$ cat config.mk
export PLATFORM = sky130hd
export DESIGN_NAME = substring_first_match_flat
export DESIGN_NICKNAME = d
export VERILOG_FILES = /design/src/hw/rtl/sfm_pkg.sv /design/src/hw/rtl/sfm_in_if.sv /design/src/hw/rtl/sfm_out_if.sv /design/src/hw/rtl/sfm_in_stage.sv /design/src/hw/rtl/sfm_match.sv /design/src/hw/rtl/substring_first_match.sv /design/src/flat_wrapper.sv
export VERILOG_INCLUDE_DIRS = /design/src /design/src/hw/rtl
export SDC_FILE = /design/constraint.sdc
export NUM_CORES = 1
export LEC_CHECK = 0
export BUFFER_PORTS_ARGS = -buffer_cell sky130_fd_sc_hd__buf_2
export CAP_MARGIN = 10
export CORE_UTILIZATION = 40
export DETAILED_ROUTE_END_ITERATION = 12
export MAX_ROUTING_LAYER = met4
export SYNTH_ARGS = -nofsm -noshare
export SYNTH_HDL_FRONTEND = slang
export SYNTH_SLANG_ARGS = --single-unit
export TNS_END_PERCENT = 1
$ cat constraint.sdc
create_clock -name clk -period 11.4 [get_ports clk]
set_clock_uncertainty 0.2 [all_clocks]
set_input_delay 1.14 -clock clk [delete_from_list [all_inputs] [get_ports clk]]
set_output_delay 1.14 -clock clk [all_outputs]
set_load 0.02 [all_outputs]
$ cat src/hw/rtl/assert_macros.svh
// Assertion helpers shared by the RTL. Each use names a label, an antecedent
// and a consequent; the enclosing module must provide clk and rst.
`ifndef ASSERT_MACROS_SVH
`define ASSERT_MACROS_SVH

// The consequent holds in the same cycle as the antecedent.
`define SFM_ASSERT_IMPL(label, ante, cons) \
  label: assert property (@(posedge clk) disable iff (rst) (ante) |-> (cons)) \
    else $error("sfm: same-cycle assertion violated");

// The consequent holds in the cycle after the antecedent.
`define SFM_ASSERT_NEXT(label, ante, cons) \
  label: assert property (@(posedge clk) disable iff (rst) (ante) |=> (cons)) \
    else $error("sfm: next-cycle assertion violated");

`endif

$ cat src/hw/rtl/sfm_pkg.sv
package sfm_pkg;

  localparam int PATTERN_MAX_DEF    = 32;
  localparam int POSITION_WIDTH_DEF = 16;

  localparam int MODE_W   = 2;
  localparam int BYTE_W   = 8;
  localparam int STATUS_W = 2;

  // Item modes.
  localparam logic [MODE_W-1:0] MODE_CLEAR  = 2'd0;
  localparam logic [MODE_W-1:0] MODE_APPEND = 2'd1;
  localparam logic [MODE_W-1:0] MODE_TEXT   = 2'd2;

  // Result status codes.
  localparam logic [STATUS_W-1:0] STATUS_PENDING  = 2'd0;
  localparam logic [STATUS_W-1:0] STATUS_MATCH    = 2'd1;
  localparam logic [STATUS_W-1:0] STATUS_NO_MATCH = 2'd2;
  localparam logic [STATUS_W-1:0] STATUS_OVERFLOW = 2'd3;

  typedef struct packed {
    logic [MODE_W-1:0] mode;
    logic [BYTE_W-1:0] byte_value;
    logic              is_last;
  } sfm_item_t;

endpackage

$ cat src/hw/rtl/sfm_in_if.sv
interface sfm_in_if;
  import sfm_pkg::*;

  logic              valid;
  logic              ready;
  logic [MODE_W-1:0] mode;
  logic [BYTE_W-1:0] byte_value;
  logic              is_last;

  modport source (output valid, output mode, output byte_value, output is_last, input ready);
  modport sink   (input valid, input mode, input byte_value, input is_last, output ready);
endinterface

$ cat src/hw/rtl/sfm_out_if.sv
interface sfm_out_if #(
  parameter int POSITION_WIDTH = sfm_pkg::POSITION_WIDTH_DEF
);
  import sfm_pkg::*;

  logic                      valid;
  logic                      ready;
  logic [STATUS_W-1:0]       status;
  logic [POSITION_WIDTH-1:0] match_start;

  modport source (output valid, output status, output match_start, input ready);
  modport sink   (input valid, input status, input match_start, output ready);
endinterface

$ cat src/hw/rtl/sfm_in_stage.sv
module sfm_in_stage (
  input  logic              clk,
  input  logic              rst,
  sfm_in_if.sink            req,
  output logic              s_valid,
  input  logic              s_ready,
  output sfm_pkg::sfm_item_t s_item
);
  import sfm_pkg::*;

  logic accept;

  // The register frees up whenever its item moves on, so a new item can
  // enter in the same cycle.
  assign req.ready = !s_valid || s_ready;
  assign accept    = req.valid && req.ready;

  always_ff @(posedge clk) begin
    if (rst) begin
      s_valid <= 1'b0;
    end else if (accept) begin
      s_valid <= 1'b1;
    end else if (s_ready) begin
      s_valid <= 1'b0;
    end
  end

  always_ff @(posedge clk) begin
    if (accept) begin
      s_item.mode       <= req.mode;
      s_item.byte_value <= req.byte_value;
      s_item.is_last    <= req.is_last;
    end
  end
endmodule

$ cat src/hw/rtl/sfm_match.sv
`include "assert_macros.svh"

module sfm_match #(
  parameter int PATTERN_MAX    = sfm_pkg::PATTERN_MAX_DEF,
  parameter int POSITION_WIDTH = sfm_pkg::POSITION_WIDTH_DEF
) (
  input  logic               clk,
  input  logic               rst,
  input  logic               s_valid,
  output logic               s_ready,
  input  sfm_pkg::sfm_item_t s_item,
  sfm_out_if.source          rsp
);
  import sfm_pkg::*;

  localparam int LW = $clog2(PATTERN_MAX + 1);
  localparam int CW = (POSITION_WIDTH > LW) ? POSITION_WIDTH : LW;

  // The pattern is held newest byte first, so that entry j lines up with
  // window entry j; mask marks the entries that belong to the pattern.
  logic [LW-1:0]             plen;
  logic [PATTERN_MAX-1:0]    mask;
  logic [BYTE_W-1:0]         pat [PATTERN_MAX];
  logic [BYTE_W-1:0]         win [PATTERN_MAX];
  logic [POSITION_WIDTH-1:0] pos;
  logic                      done;

  logic                      out_valid;
  logic [STATUS_W-1:0]       out_status;
  logic [POSITION_WIDTH-1:0] out_start;

  logic                      load;
  logic                      full;
  logic                      do_clear;
  logic                      do_append;
  logic                      do_text;
  logic [POSITION_WIDTH-1:0] pos_inc;
  logic [PATTERN_MAX-1:0]    eq;
  logic                      hit;
  logic                      enough;
  logic [STATUS_W-1:0]       status_next;
  logic [POSITION_WIDTH-1:0] start_next;

  assign s_ready = !out_valid || rsp.ready;
  assign load    = s_valid && s_ready;
  assign full    = (plen == LW'(PATTERN_MAX));

  assign do_clear  = load && (s_item.mode == MODE_CLEAR);
  assign do_append = load && (s_item.mode == MODE_APPEND) && !full;
  assign do_text   = load && (s_item.mode == MODE_TEXT) && !done;

  assign pos_inc = (pos == '1) ? pos : pos + POSITION_WIDTH'(1);

  // Compare the window as it will be after the new byte shifts in.
  always_comb begin
    eq[0] = (s_item.byte_value == pat[0]);
    for (int j = 1; j < PATTERN_MAX; j++) begin
      eq[j] = (win[j-1] == pat[j]);
    end
  end

  assign hit    = &(eq | ~mask);
  assign enough = (CW'(pos_inc) >= CW'(plen));

  always_comb begin
    status_next = STATUS_PENDING;
    start_next  = '0;
    priority if ((s_item.mode == MODE_APPEND) && full) begin
      status_next = STATUS_OVERFLOW;
    end else if ((s_item.mode == MODE_TEXT) && !done) begin
      priority if (plen == '0) begin
        status_next = STATUS_MATCH;
      end else if (enough && hit) begin
        status_next = STATUS_MATCH;
        start_next  = POSITION_WIDTH'(CW'(pos_inc) - CW'(plen));
      end else if (s_item.is_last) begin
        status_next = STATUS_NO_MATCH;
      end else begin
        status_next = STATUS_PENDING;
      end
    end else begin
      status_next = STATUS_PENDING;
    end
  end

  always_ff @(posedge clk) begin
    if (rst) begin
      plen      <= '0;
      mask      <= '0;
      pos       <= '0;
      done      <= 1'b0;
      out_valid <= 1'b0;
    end else begin
      if (load) begin
        out_valid <= 1'b1;
      end else if (rsp.ready) begin
        out_valid <= 1'b0;
      end
      if (do_clear) begin
        plen <= '0;
        mask <= '0;
        pos  <= '0;
        done <= 1'b0;
      end else if (do_append) begin
        plen <= plen + LW'(1);
        mask <= (mask << 1) | PATTERN_MAX'(1);
        pos  <= '0;
        done <= 1'b0;
      end else if (do_text) begin
        pos <= pos_inc;
        if (status_next != STATUS_PENDING) begin
          done <= 1'b1;
        end
      end
    end
  end

  always_ff @(posedge clk) begin
    if (load) begin
      out_status <= status_next;
      out_start  <= start_next;
    end
    if (do_append) begin
      for (int j = PATTERN_MAX - 1; j > 0; j--) begin
        pat[j] <= pat[j-1];
      end
      pat[0] <= s_item.byte_value;
    end
    if (do_text) begin
      for (int j = PATTERN_MAX - 1; j > 0; j--) begin
        win[j] <= win[j-1];
      end
      win[0] <= s_item.byte_value;
    end
  end

  assign rsp.valid       = out_valid;
  assign rsp.status      = out_status;
  assign rsp.match_start = out_start;

  `SFM_ASSERT_IMPL(a_len_bound, 1'b1, plen <= LW'(PATTERN_MAX))
  `SFM_ASSERT_IMPL(a_mask_len, 1'b1, $countones(mask) == int'(plen))
  `SFM_ASSERT_NEXT(a_match_done, load && (status_next == STATUS_MATCH), done)
  `SFM_ASSERT_NEXT(a_done_quiet, load && done && (s_item.mode == MODE_TEXT), rsp.status == STATUS_PENDING)
endmodule

$ cat src/hw/rtl/substring_first_match.sv
// Substring search that reports the first occurrence of a pattern in a byte
// stream. Transactions arrive on req (mode, byte_value, is_last): a clear
// empties the pattern and restarts the search, an append adds one pattern
// byte (status overflow once PATTERN_MAX bytes are held), and a text byte
// advances the search. Every request transaction yields exactly one
// transaction on rsp (status, match_start). The search finishes with a match
// start position or, on the byte marked last, with a no-match status; later
// text bytes report pending until a clear or an accepted append restarts it.
// A transaction passes through the input register, then through the window
// compare into the result register. Throughput is one transaction per cycle
// while rsp is ready, set by a single parallel compare of the whole window
// against the pattern. Synchronous reset empties the pattern, clears the
// position and the done flag, and drops both pipeline valids. When rsp
// stalls, the result register holds and the input register can still take
// one more transaction before req.ready falls.
module substring_first_match #(
  parameter int PATTERN_MAX    = sfm_pkg::PATTERN_MAX_DEF,
  parameter int POSITION_WIDTH = sfm_pkg::POSITION_WIDTH_DEF
) (
  input  logic      clk,
  input  logic      rst,
  sfm_in_if.sink    req,
  sfm_out_if.source rsp
);
  import sfm_pkg::*;

  // Handoff between the input register and the compare stage.
  logic      s_valid;
  logic      s_ready;
  sfm_item_t s_item;

  sfm_in_stage u_in_stage (
    .clk     (clk),
    .rst     (rst),
    .req     (req),
    .s_valid (s_valid),
    .s_ready (s_ready),
    .s_item  (s_item)
  );

  // Pattern and window storage, the compare, and the result register.
  sfm_match #(
    .PATTERN_MAX    (PATTERN_MAX),
    .POSITION_WIDTH (POSITION_WIDTH)
  ) u_match (
    .clk     (clk),
    .rst     (rst),
    .s_valid (s_valid),
    .s_ready (s_ready),
    .s_item  (s_item),
    .rsp     (rsp)
  );
endmodule

$ cat src/flat_wrapper.sv
// flat-port wrapper written by rule: the top's interface ports become plain ports
module substring_first_match_flat import sfm_pkg::*;
#(
  parameter int PATTERN_MAX    = sfm_pkg::PATTERN_MAX_DEF,
  parameter int POSITION_WIDTH = sfm_pkg::POSITION_WIDTH_DEF
)
  (clk, rst, req_valid, req_mode, req_byte_value, req_is_last, req_ready, rsp_valid, rsp_status, rsp_match_start, rsp_ready);
  sfm_in_if req_i ();
  sfm_out_if #(.POSITION_WIDTH(POSITION_WIDTH)) rsp_i ();
  input  logic clk;
  input  logic rst;
  input wire logic [$bits(req_i.valid)-1:0] req_valid;
  input wire logic [$bits(req_i.mode)-1:0] req_mode;
  input wire logic [$bits(req_i.byte_value)-1:0] req_byte_value;
  input wire logic [$bits(req_i.is_last)-1:0] req_is_last;
  output wire logic [$bits(req_i.ready)-1:0] req_ready;
  output wire logic [$bits(rsp_i.valid)-1:0] rsp_valid;
  output wire logic [$bits(rsp_i.status)-1:0] rsp_status;
  output wire logic [$bits(rsp_i.match_start)-1:0] rsp_match_start;
  input wire logic [$bits(rsp_i.ready)-1:0] rsp_ready;
  assign req_i.valid = req_valid;
  assign req_i.mode = req_mode;
  assign req_i.byte_value = req_byte_value;
  assign req_i.is_last = req_is_last;
  assign req_ready = req_i.ready;
  assign rsp_valid = rsp_i.valid;
  assign rsp_status = rsp_i.status;
  assign rsp_match_start = rsp_i.match_start;
  assign rsp_i.ready = rsp_ready;
  substring_first_match #(.PATTERN_MAX(PATTERN_MAX), .POSITION_WIDTH(POSITION_WIDTH)) u_core (.clk(clk), .rst(rst), .req(req_i), .rsp(rsp_i));
endmodule
==> out/metrics.csv, run 1 <==
stage;metric;value;unit
timing;tightest_slew;1.08;ns
cts;post_cts_resized;0;
cts;cts_sinks;590;
pwr;ir_worst_vdd;0.105;mV
finish;final_common_cell;edfxtp_1;
route;drt-vias-per-instance;4.90;
worst_setup_path;max_stage_delay;0.45;ns
floorplan;die_w;237;um
synthesis;synth_edf_count;533;
synthesis;syn_area_per_cell;16.7;um2
route;first_iter_violations;774;
pwr;p_leak;7.61;nW
synthesis;synth_seq_area_share;77.7;%
timing;period_needed;4.80;ns
cts;post-cts-setup-buffer-count;0;
finish;syn2layout_area_growth;12.5;%
placement;dp_slack;6.14;ns
global_route;grt_use_total;13.9;%
floorplan;num_rows;85;
cts;root_buffer;clkbuf_16;
cts;hold_buffers;0;
synthesis;synth_cells;1319;
cts;h-tree-depth;2;
pwr;finalPower;4.26;mW
synthesis;yosysWarnings;0;
timing;worst_slack;6.60;ns
global_route;grt-ovfl-total;0;
global_route;grt_pass1_wl;59000;um
synthesis;synth_compound_area_share;2.68;%
synthesis;synth_simple_gate_area_share;6.59;%
synthesis;yosysUniqueCellTypes;49;
timing;drv_slew;0;
finish;fin_area;24800;um2
placement;place_congestion;0.850;
timing;final.setup.tns;0;ns
worst_setup_path;cp_cell_sequence;ha_1 > nand3_1 > nor3_4 > nand2_1 > xnor2_1 > ha_1 > inv_1 > fa_1 > nand2_1 > nand2_1 > a21oi_1 > o21ai_0 > nand2b_1 > nor4_4 > a31oi_2 > and3b_4 > and3_1;
worst_setup_path;critPathSlowestCell;dfxtp_1;
route;drt_pass1_iterations;6;
worst_setup_path;arrival;4.95;ns
timing;max_slew_margin;28.0;%
finish;final_layout_size_suffix_gt1_share;9.54;%
placement;dpl.hpwl;23700;um
run_status;status;finished clean;
timing;finalSetupViolations;0;
route;via_count;10500;
route;postRouteAntennaNets;0;
global_route;antenna_found_initial;0;
synthesis;synth_adder_area_share;0.601;%
timing;fin_crit_sh;42.1;%
timing;fin_hold_ws;0.266;ns
cts;cts_tree;yes;
cts;path_clk_slew;0.06;ns
route;drcViolationCount;0;
synthesis;synth_flop_cell;edfxtp_1;
synthesis;synth_top_family_by_area;XOR/XNOR gates;
timing;hold_viol;0;
timing;fmax;0.208;GHz
synthesis;netlist_area;22100;um2
cts;cts_buffers;59;
global_route;grt_max_degree;150;
worst_setup_path;critical_path_class;reg2reg;
cts;cts.path.max_buffers;3;
min_path;hold_class;reg2reg;
worst_setup_path;crit_fanout;16;
floorplan;core_area;54100;um2
floorplan;die-area;56100;um2
placement;io_buffer_count;34;
route;wirelength;37600;um
timing;rsz0062_at_grt;no;
synthesis;synth_seq_cells;590;
synthesis;synth_xor_xnor_area_share;11.4;%
synthesis;async_flop_share;0;%
worst_setup_path;cpMostUsedCell;nand2_1;
worst_setup_path;critPathCaptureType;register;
finish;nets;1421;
finish;diodes;0;
run;drv_cap;0;
floorplan;die_height;237;um
global_route;grt_pass1_vias;10800;
finish;layout_common_cells;edfxtp_1, xnor2_1, nand2_1;
placement;place_area;23100;um2
floorplan;io_pins;35;
synthesis;muxShareOfSynthArea;0.289;%
synthesis;syn-num-nets;1344;
cts;clock_latency;0.61;ns
floorplan;initial_core_util;40.8;%
worst_setup_path;worstPathRequired;11.55;ns
pwr;p_per_area;171;nW/um2
worst_setup_path;start_kind;register;
route;routedWlPerCell;17.6;um
## critical path, delay by kind of cell, from the launching register on
family / cells / cell delay [ns]
buffers and inverters: 1 / 0.07
adder cells (fa/ha/maj): 3 / 0.91
AO/OA/AOI/OAI: 3 / 0.56
flip-flops: 1 / 0.45
XOR/XNOR: 1 / 0.21
AND/OR/NAND/NOR: 9 / 2.10
## registers in the layout, summed over array words and instances, names as in the netlist
register                        cells
u_core.u_match.pos                 16
u_core.u_in_stage.s_item           11
u_core.u_match.pat                256
u_core.u_match.mask                32
u_core.u_match.win                248
u_core.u_match.rsp.status           2
u_core.u_match.plen                 6
u_core.u_match.done                 1
u_core.u_in_stage.s_valid           1
u_core.u_match.rsp.match_start     16
u_core.u_match.rsp.valid            1
## kinds of logic (layout without fill, tap and decap cells)
logic type | Yosys count | in the layout
compound gates | 109 | 109
xor+xnor | 287 | 287
fa+ha+maj | 10 | 10
buf+inv | 39 | 166
flops | 590 | 590
mux | 6 | 6
simple gates | 278 | 278
## path summary, 6_finish.rpt
path | startpoint | end | slack, ns | cells past startpoint
max | u_core.u_match.pos[0] | u_core.u_match.rsp.match_start[11] | 6.60 | 17
max reg2reg | u_core.u_match.pos[0] | u_core.u_match.rsp.match_start[11] | 6.60 | 17
min reg2reg | u_core.u_match.mask[26] | u_core.u_match.mask[27] | 0.27 | 2
min | u_core.u_match.mask[26] | u_core.u_match.mask[27] | 0.27 | 2
## cell type report
type	count	area [um2]
Sequential cell	590	17100
Clock inverter	34	211
Fill cell	4663	29300
Clock buffer	77	1550
Tap cell	696	871
Timing Repair Buffer	39	208
Inverter	16	75.1
Multi-Input combinational cell	690	4760
## cell usage after synthesis (2+ instances only)
cell / count / area, um2
a21oi_1: 48 / 240
nor3b_1: 2 / 15.0
xnor2_1: 278 / 2430
nor2_1: 36 / 135
nor3_1: 7 / 35.0
inv_1: 16 / 60.1
or3_1: 9 / 56.3
nand2b_1: 6 / 37.5
buf_4: 2 / 15.0
a31oi_1: 4 / 25.0
clkbuf_1: 15 / 56.3
mux2i_1: 3 / 30.0
a31o_2: 2 / 17.5
buf_1: 2 / 7.51
nand3_1: 3 / 15.0
xor2_1: 9 / 78.8
and3_1: 3 / 18.8
and2_1: 16 / 100
ha_1: 9 / 113
nor4b_1: 2 / 17.5
nor2b_1: 6 / 37.5
nand2_1: 95 / 357
mux2_2: 3 / 33.8
dfxtp_1: 57 / 1140
o21ai_0: 47 / 235
or2_2: 2 / 12.5
buf_2: 3 / 15.0
nor4_1: 3 / 18.8
nand4_1: 79 / 494
edfxtp_1: 533 / 16000
## through the flow
| step | cells | util, % |
|---|---|---|
| after floorplan | 1319 | - |
| after global placement | 2031 | 42.6 |
| after detailed placement | 2031 | 42.6 |
| after CTS | 2142 | 45.9 |
| after global routing | 2142 | 45.9 |
| final | 2142 | 45.9 |
## routing by layer
| metal | track usage (%) | share of wire, % | up-vias | wire (um) |
|---|---|---|---|---|
| met4 | 4.53 | 2.1 | 0 | 787 |
| met2 | 22.7 | 50 | 157 | 18700 |
| met3 | 2.35 | 3.8 | 65 | 1440 |
| met5 | - | 0 | - | 0 |
| met1 | 17.8 | 44 | 5237 | 16700 |
| li1 | - | - | 5038 | - |
## power breakdown
| part | leakage, nW | switching (mW) | internal (mW) |
|---|---|---|---|
| Combinational | 1.42 | 0.0512 | 0.0275 |
| Clock | 0.869 | 0.790 | 0.985 |
| Sequential | 5.32 | 0.0228 | 2.38 |
(Power assumes the default switching activity.)
==> inputs of run 2 (changes only) <==
Settings changed: ABC_AREA set to 1.
Clock period 11.4 ns to 3.95 ns, I/O delays scaled along.
==> out/metrics.csv, run 2 <==
stage;metric;value;unit
run_status;status;finished clean;
timing;worst_slack;0.335;ns
timing;max_slew_margin;29.1;%
worst_setup_path;critical_path_class;reg2reg;
timing;finalSetupViolations;0;
worst_setup_path;cp_num_buf_inv;2;
cts;cts_tree;yes;
finish;fillers;5011;
route;drt_pass1_iterations;5;
placement;place_area;24200;um2
synthesis;netlist_area;22900;um2
synthesis;yosysWarnings;0;
finish;nets;1863;
timing;rsz0062_at_grt;no;
finish;final_layout_size_suffix_gt1_share;9.11;%
floorplan;die-area;58300;um2
synthesis;syn-num-nets;1750;
finish;final_common_cell;edfxtp_1;
finish;layout_common_cells;edfxtp_1, nand2_1, xnor2_1;
synthesis;synth_compound_area_share;2.15;%
global_route;antenna_found_initial;0;
finish;regMostFlops;u_core.u_match.pat;
worst_setup_path;critPathCaptureType;register;
worst_setup_path;cp_top_family;simple AND/OR/NAND/NOR gates;
synthesis;yosysUniqueCellTypes;34;
synthesis;synth_area_leaders;edfxtp_1, xnor2_1, nand2_1;
timing;hold_viol;0;
pwr;p_clk_share;42.4;%
synthesis;synth_edf_count;533;
cts;clock_latency;0.61;ns
pwr;seq_power_share;54.5;%
finish;fin_area;26300;um2
global_route;grt-ovfl-total;0;
worst_setup_path;start_kind;register;
placement;dpl.hpwl;23900;um
pwr;p_per_area;486;nW/um2
floorplan;core_area;56500;um2
finish;fin_cells;2644;
finish;largest_reg_flops;256;
route;via_count;12200;
worst_setup_path;worstPathRequired;4.10;ns
pwr;p_switching;2.55;mW
min_path;hold_class;reg2reg;
pwr;p_int;10.2;mW
timing;period_needed;3.62;ns
cts;cts_buffers;58;
pwr;ir_worst_vdd;0.359;mV
synthesis;synth_xor_xnor_area_share;7.83;%
pwr;p_leak;9.29;nW
floorplan;die_height;241;um
cts;h-tree-depth;2;
synthesis;synth_top_area_share;69.8;%
placement;place_congestion;0.812;
synthesis;synth_cells;1725;
placement;dp_cells;2516;
synthesis;async_flop_share;0;%
floorplan;die_w;241;um
synthesis;yosys-top-cells-count;edfxtp_1, nand2_1, xnor2_1;
route;postRouteAntennaNets;0;
synthesis;synth_most_common_cell;edfxtp_1;
route;wirelength;37800;um
cts;path_clk_slew;0.06;ns
worst_setup_path;critPathSlowestCell;fa_1;
synthesis;synth_top_family_by_area;simple AND/OR/NAND/NOR gates;
placement;dp_slack;0.0244;ns
placement;io_buffer_count;34;
global_route;grt_max_degree;134;
global_route;grt_use_total;13.8;%
synthesis;synth_adder_area_share;0.579;%
worst_setup_path;cp_cell_sequence;ha_4 > nand3_2 > nor3_4 > nand3_4 > xor2_2 > ha_1 > inv_1 > fa_1 > inv_1 > nor3_1 > nor2_1 > nand4_1 > nor3_2 > nand2_1 > nor3_2 > xor2_1 > nor2_1;
pwr;swShare;20.0;%
route;first_iter_violations;627;
timing;final.setup.tns;0;ns
worst_setup_path;arrival;3.77;ns
synthesis;synth_top_cell_by_area;edfxtp_1;
route;routedWlPerCell;14.3;um
route;drt-vias-per-instance;4.61;
finish;reg.largest.list;u_core.u_match.pat x256, u_core.u_match.win x248, u_core.u_match.mask x32;
floorplan;io_pins;35;
route;drcViolationCount;0;
floorplan;initial_core_util;40.6;%
pwr;power_frac_comb;3.2;%
global_route;grt_pass1_wl;61200;um
cts;cts_sinks;590;
cts;cts.path.max_buffers;3;
finish;diodes;0;
global_route;grt_pass1_vias;12500;
finish;fin_util;46.5;%
timing;drv_slew;0;
cts;root_buffer;clkbuf_16;
synthesis;muxShareOfSynthArea;0;%
synthesis;synth_flop_cell;edfxtp_1;
timing;tightest_slew;1.06;ns
worst_setup_path;max_stage_delay;0.42;ns
timing;fmax;0.277;GHz
floorplan;num_rows;87;
timing;fin_crit_sh;91.5;%
synthesis;synth_simple_gate_area_share;11.5;%
synthesis;syn_area_per_cell;13.3;um2
synthesis;synth_seq_cells;590;
run;drv_cap;0;
synthesis;synth_seq_area_share;74.8;%
worst_setup_path;crit_fanout;6;
finish;syn2layout_area_growth;14.7;%
[run 2: routing by layer]
| layer | global-route usage [%] | wire length, um |
|---|---|---|
| met5 | - | 0 |
| met4 | 4.93 | 941 |
| met3 | 2.50 | 1240 |
| met2 | 25.8 | 21000 |
| met1 | 14.4 | 14600 |
[run 2: layout make-up]
class	count	area, um2	share of cell area [%]
Clock inverter	16	153	0.580
Clock buffer	94	1740	6.62
Inverter	171	657	2.50
Tap cell	756	946	3.60
Sequential cell	590	17200	65.2
Multi-Input combinational cell	949	5110	19.4
Timing Repair Buffer	68	541	2.06
[run 2: worst register-to-register path: cells and delay by family, from the launching register on]
kind | cells | cell delay, ns
XOR/XNOR | 2 | 0.34
adder cells (fa/ha/maj) | 3 | 0.78
buffers and inverters | 2 | 0.15
flip-flops | 1 | 0.38
AND/OR/NAND/NOR | 10 | 1.53
[run 2: metrics by stage]
step	hold slack (ns)	power, mW
6_report	0.245	12.8
3_3_place_gp	0.230	7.48
2_1_floorplan	0.226	7.37
3_5_place_dp	0.233	7.49
4_1_cts	0.248	13.0
5_1_grt	0.258	13.3
[run 2: power by group through the flow]
stage	Combinational (mW)	Sequential, mW	Clock (mW)
2_1_floorplan	0.267	7.10	0
3_3_place_gp	0.391	7.09	0
3_5_place_dp	0.396	7.10	0
4_1_cts	0.411	6.96	5.60
5_1_grt	0.462	6.98	5.84
6_report	0.404	6.96	5.42
[run 2: worst paths after layout]
check	cells after the start	endpoint	slack (ns)	startpoint
worst min register to register	0	u_core.u_match.pat[1][12]	0.25	u_core.u_match.pat[1][4]
worst max register to register	17	u_core.u_match.rsp.match_start[14]	0.33	u_core.u_match.pos[0]
worst min-delay path	0	u_core.u_match.pat[1][12]	0.25	u_core.u_match.pat[1][4]
worst max-delay path	17	u_core.u_match.rsp.match_start[14]	0.33	u_core.u_match.pos[0]
[run 2: cells by family after synthesis]
kind of cell	count (synthesis)
AO/OA/AOI/OAI	93
XOR/XNOR	205
adder cells (fa/ha/maj)	10
buffers and inverters	186
flip-flops	590
AND/OR/NAND/NOR	641
[run 2: what timing repair did]
action                                  in CTS  in global routing
hold buffers                                16                  0
resized for setup                            0                 10
endpoints found under the setup margin       0                 18
buffers inserted                             0                  2
endpoints found under the hold margin       13                  0
==> inputs of run 3 (changes only) <==
Settings changed: CTS_BUF_LIST set to sky130_fd_sc_hd__clkbuf_8, SYNTH_HIERARCHICAL set to 1.
==> out/metrics.csv, run 3 <==
stage;metric;value;unit
run_status;status;finished clean;
placement;dp_cells;2530;
global_route;grtUsageMet3;3.27;%
floorplan;die_w;242;um
worst_setup_path;critPathCaptureType;register;
pwr;power_frac_comb;3.3;%
finish;fillers;5041;
pwr;p_clk_share;40.2;%
synthesis;synth_cells;1739;
min_path;hold_class;in2reg;
floorplan;num_rows;87;
floorplan;io_pins;35;
worst_setup_path;arrival;3.79;ns
worst_setup_path;crit_fanout;5;
pwr;p_leak;9.48;nW
timing;fmax;0.280;GHz
pwr;p_int;9.63;mW
synthesis;syn-num-nets;1764;
floorplan;die_height;242;um
route;first_iter_violations;907;
finish;final_layout_size_suffix_gt1_share;11.8;%
worst_setup_path;worstPathRequired;4.17;ns
timing;worst_slack;0.380;ns
global_route;grt_use_total;13.9;%
finish;syn2layout_area_growth;14.1;%
synthesis;synth_area_leaders;edfxtp_1, xnor2_1, nand2_1;
synthesis;synth_top_cell_by_area;edfxtp_1;
finish;nets;1909;
cts;cts.path.max_buffers;3;
global_route;met1_usage;16.0;%
finish;final_common_cell;edfxtp_1;
timing;final.setup.tns;0;ns
synthesis;synth_top_area_share;69.5;%
synthesis;synth_flop_cell;edfxtp_1;
synthesis;synth_edf_count;533;
worst_setup_path;max_stage_delay;0.42;ns
placement;place_congestion;0.820;
finish;largest_reg_flops;256;
global_route;grt_pass1_vias;12500;
finish;regMostFlops;u_core/u_match/pat;
pwr;ir_worst_vdd;0.264;mV
global_route;grt_pass1_wl;63100;um
worst_setup_path;critical_path_class;reg2reg;
global_route;grt_util_met2;23.7;%
run;drv_cap;0;
cts;root_buffer;clkbuf_8;
global_route;grt_max_degree;119;
timing;hold_viol;0;
floorplan;die-area;58600;um2
placement;io_buffer_count;34;
cts;clock_latency;0.67;ns
finish;layout_common_cells;edfxtp_1, nand2_1, inv_1;
synthesis;async_flop_share;0;%
worst_setup_path;start_kind;register;
global_route;grt.busiest_layer;met2;
route;via_count;12400;
synthesis;yosys-top-cells-count;edfxtp_1, nand2_1, xnor2_1;
synthesis;synth_seq_cells;590;
pwr;swShare;21.8;%
cts;cts_buffers;93;
floorplan;initial_core_util;40.7;%
timing;max_slew_margin;53.2;%
route;drt-vias-per-instance;4.56;
route;postRouteAntennaNets;0;
timing;finalSetupViolations;0;
timing;drv_slew;0;
finish;fin_cells;2721;
pwr;p_per_area;469;nW/um2
synthesis;synth_most_common_cell;edfxtp_1;
timing;rsz0062_at_grt;no;
floorplan;core_area;56600;um2
route;drt_pass1_iterations;5;
synthesis;yosysUniqueCellTypes;34;
route;drcViolationCount;0;
cts;cts_sinks;590;
timing;tightest_slew;0.702;ns
placement;dp_slack;0.211;ns
synthesis;syn_area_per_cell;13.2;um2
pwr;seq_power_share;56.6;%
global_route;antenna_found_initial;0;
pwr;p_switching;2.68;mW
synthesis;synth_seq_area_share;74.4;%
worst_setup_path;critPathSlowestCell;dfxtp_1;
synthesis;netlist_area;23000;um2
placement;dpl.hpwl;24200;um
pwr;finalPower;12.3;mW
synthesis;yosysWarnings;6;
worst_setup_path;cp_cell_sequence;ha_4 > nand3_2 > inv_2 > nand2_2 > inv_2 > nand2_4 > xnor2_1 > ha_1 > inv_1 > fa_1 > inv_1 > nor3_1 > nor2_1 > nand3_1 > nor2_2 > buf_4 > nand3_1 > nor2_1 > xnor2_1 > nor2_2;
finish;reg.largest.list;u_core/u_match/pat x256, u_core/u_match/win x248, u_core/u_match/mask x32;
worst_setup_path;cp_top_family;simple AND/OR/NAND/NOR gates;
timing;fin_crit_sh;90.4;%
global_route;grt-ovfl-total;0;
timing;period_needed;3.57;ns
route;routedWlPerCell;14.2;um
route;wirelength;38500;um
worst_setup_path;cp_num_buf_inv;5;
cts;h-tree-depth;3;
cts;cts_tree;yes;
cts;path_clk_slew;0.06;ns
finish;diodes;0;
## run 3: kinds of logic (layout without fill, tap and decap cells)
family | count (synthesis) | in the layout | synth area share (%)
simple gates | 652 | 652 | 11.9
fa+ha+maj | 10 | 10 | 0.576
flops | 590 | 590 | 74.4
buf+inv | 190 | 416 | 3.16
compound gates | 98 | 98 | 2.36
xor+xnor | 199 | 199 | 7.56
## run 3: per-layer routing
metal  up-vias  wire length (um)
met1      5971             16500
met4         0               870
met2       161             19800
met5         -                 0
met3        76              1380
li1       6195                 -
## run 3: area by class of cell
class	instances	area (um2)	area share (%)
multi-input cells	959	5190	19.8
well taps	756	946	3.60
inverters	176	668	2.54
clock buffers	102	1400	5.34
clock inverters	74	417	1.59
flip-flops and latches	590	17100	65.2
repair buffers	64	505	1.92
## run 3: worst reg2reg max path, cell delays in order, from the launching register on
cell and delay (ns):
dfxtp_1 0.42, ha_4 0.19, nand3_2 0.13, inv_2 0.09
nand2_2 0.08, inv_2 0.07, nand2_4 0.05, xnor2_1 0.25
ha_1 0.20, inv_1 0.06, fa_1 0.38, inv_1 0.12
nor3_1 0.08, nor2_1 0.13, nand3_1 0.13, nor2_2 0.15
buf_4 0.13, nand3_1 0.13, nor2_1 0.14, xnor2_1 0.14
nor2_2 0.06
## run 3: power groups by stage
stage	combinational (mW)	sequential, mW	clock [mW]
after floorplan	0.269	7.09	0
after global placement	0.390	7.09	0
after detailed placement	0.393	7.10	0
after CTS	0.406	6.97	5.13
after global routing	0.454	6.98	5.41
final	0.403	6.97	4.94
## run 3: final timing paths
| check | endpoint | slack [ns] | start | cells past startpoint |
|---|---|---|---|---|
| hold / removal | u_core/u_in_stage/s_item[10] | 0.13 | req_valid | 4 |
| hold reg to reg | u_core/u_match/win[1][14] | 0.25 | u_core/u_match/win[1][6] | 0 |
| setup reg to reg | u_core/u_match/rsp.match_start[14] | 0.38 | u_core/u_match/pos[1] | 20 |
| setup / recovery | u_core/u_match/rsp.match_start[14] | 0.38 | u_core/u_match/pos[1] | 20 |
## run 3: timing repair
action	CTS	global route
setup buffers	0	1
hold endpoints to repair	14	0
endpoints found under the setup margin	0	16
hold buffers	14	0
resized for setup	0	5
## run 3: per-stage QoR
| stage | utilization, % | instance area [um2] | hold slack, ns |
|---|---|---|---|
| 2_1_floorplan | - | 23000 | 0.222 |
| 3_3_place_gp | 42.9 | 24300 | 0.231 |
| 3_5_place_dp | 42.9 | 24300 | 0.234 |
| 4_1_cts | 46.4 | 26300 | 0.0681 |
| 5_1_grt | 46.4 | 26300 | 0.105 |
| 6_report | 46.4 | 26300 | 0.131 |
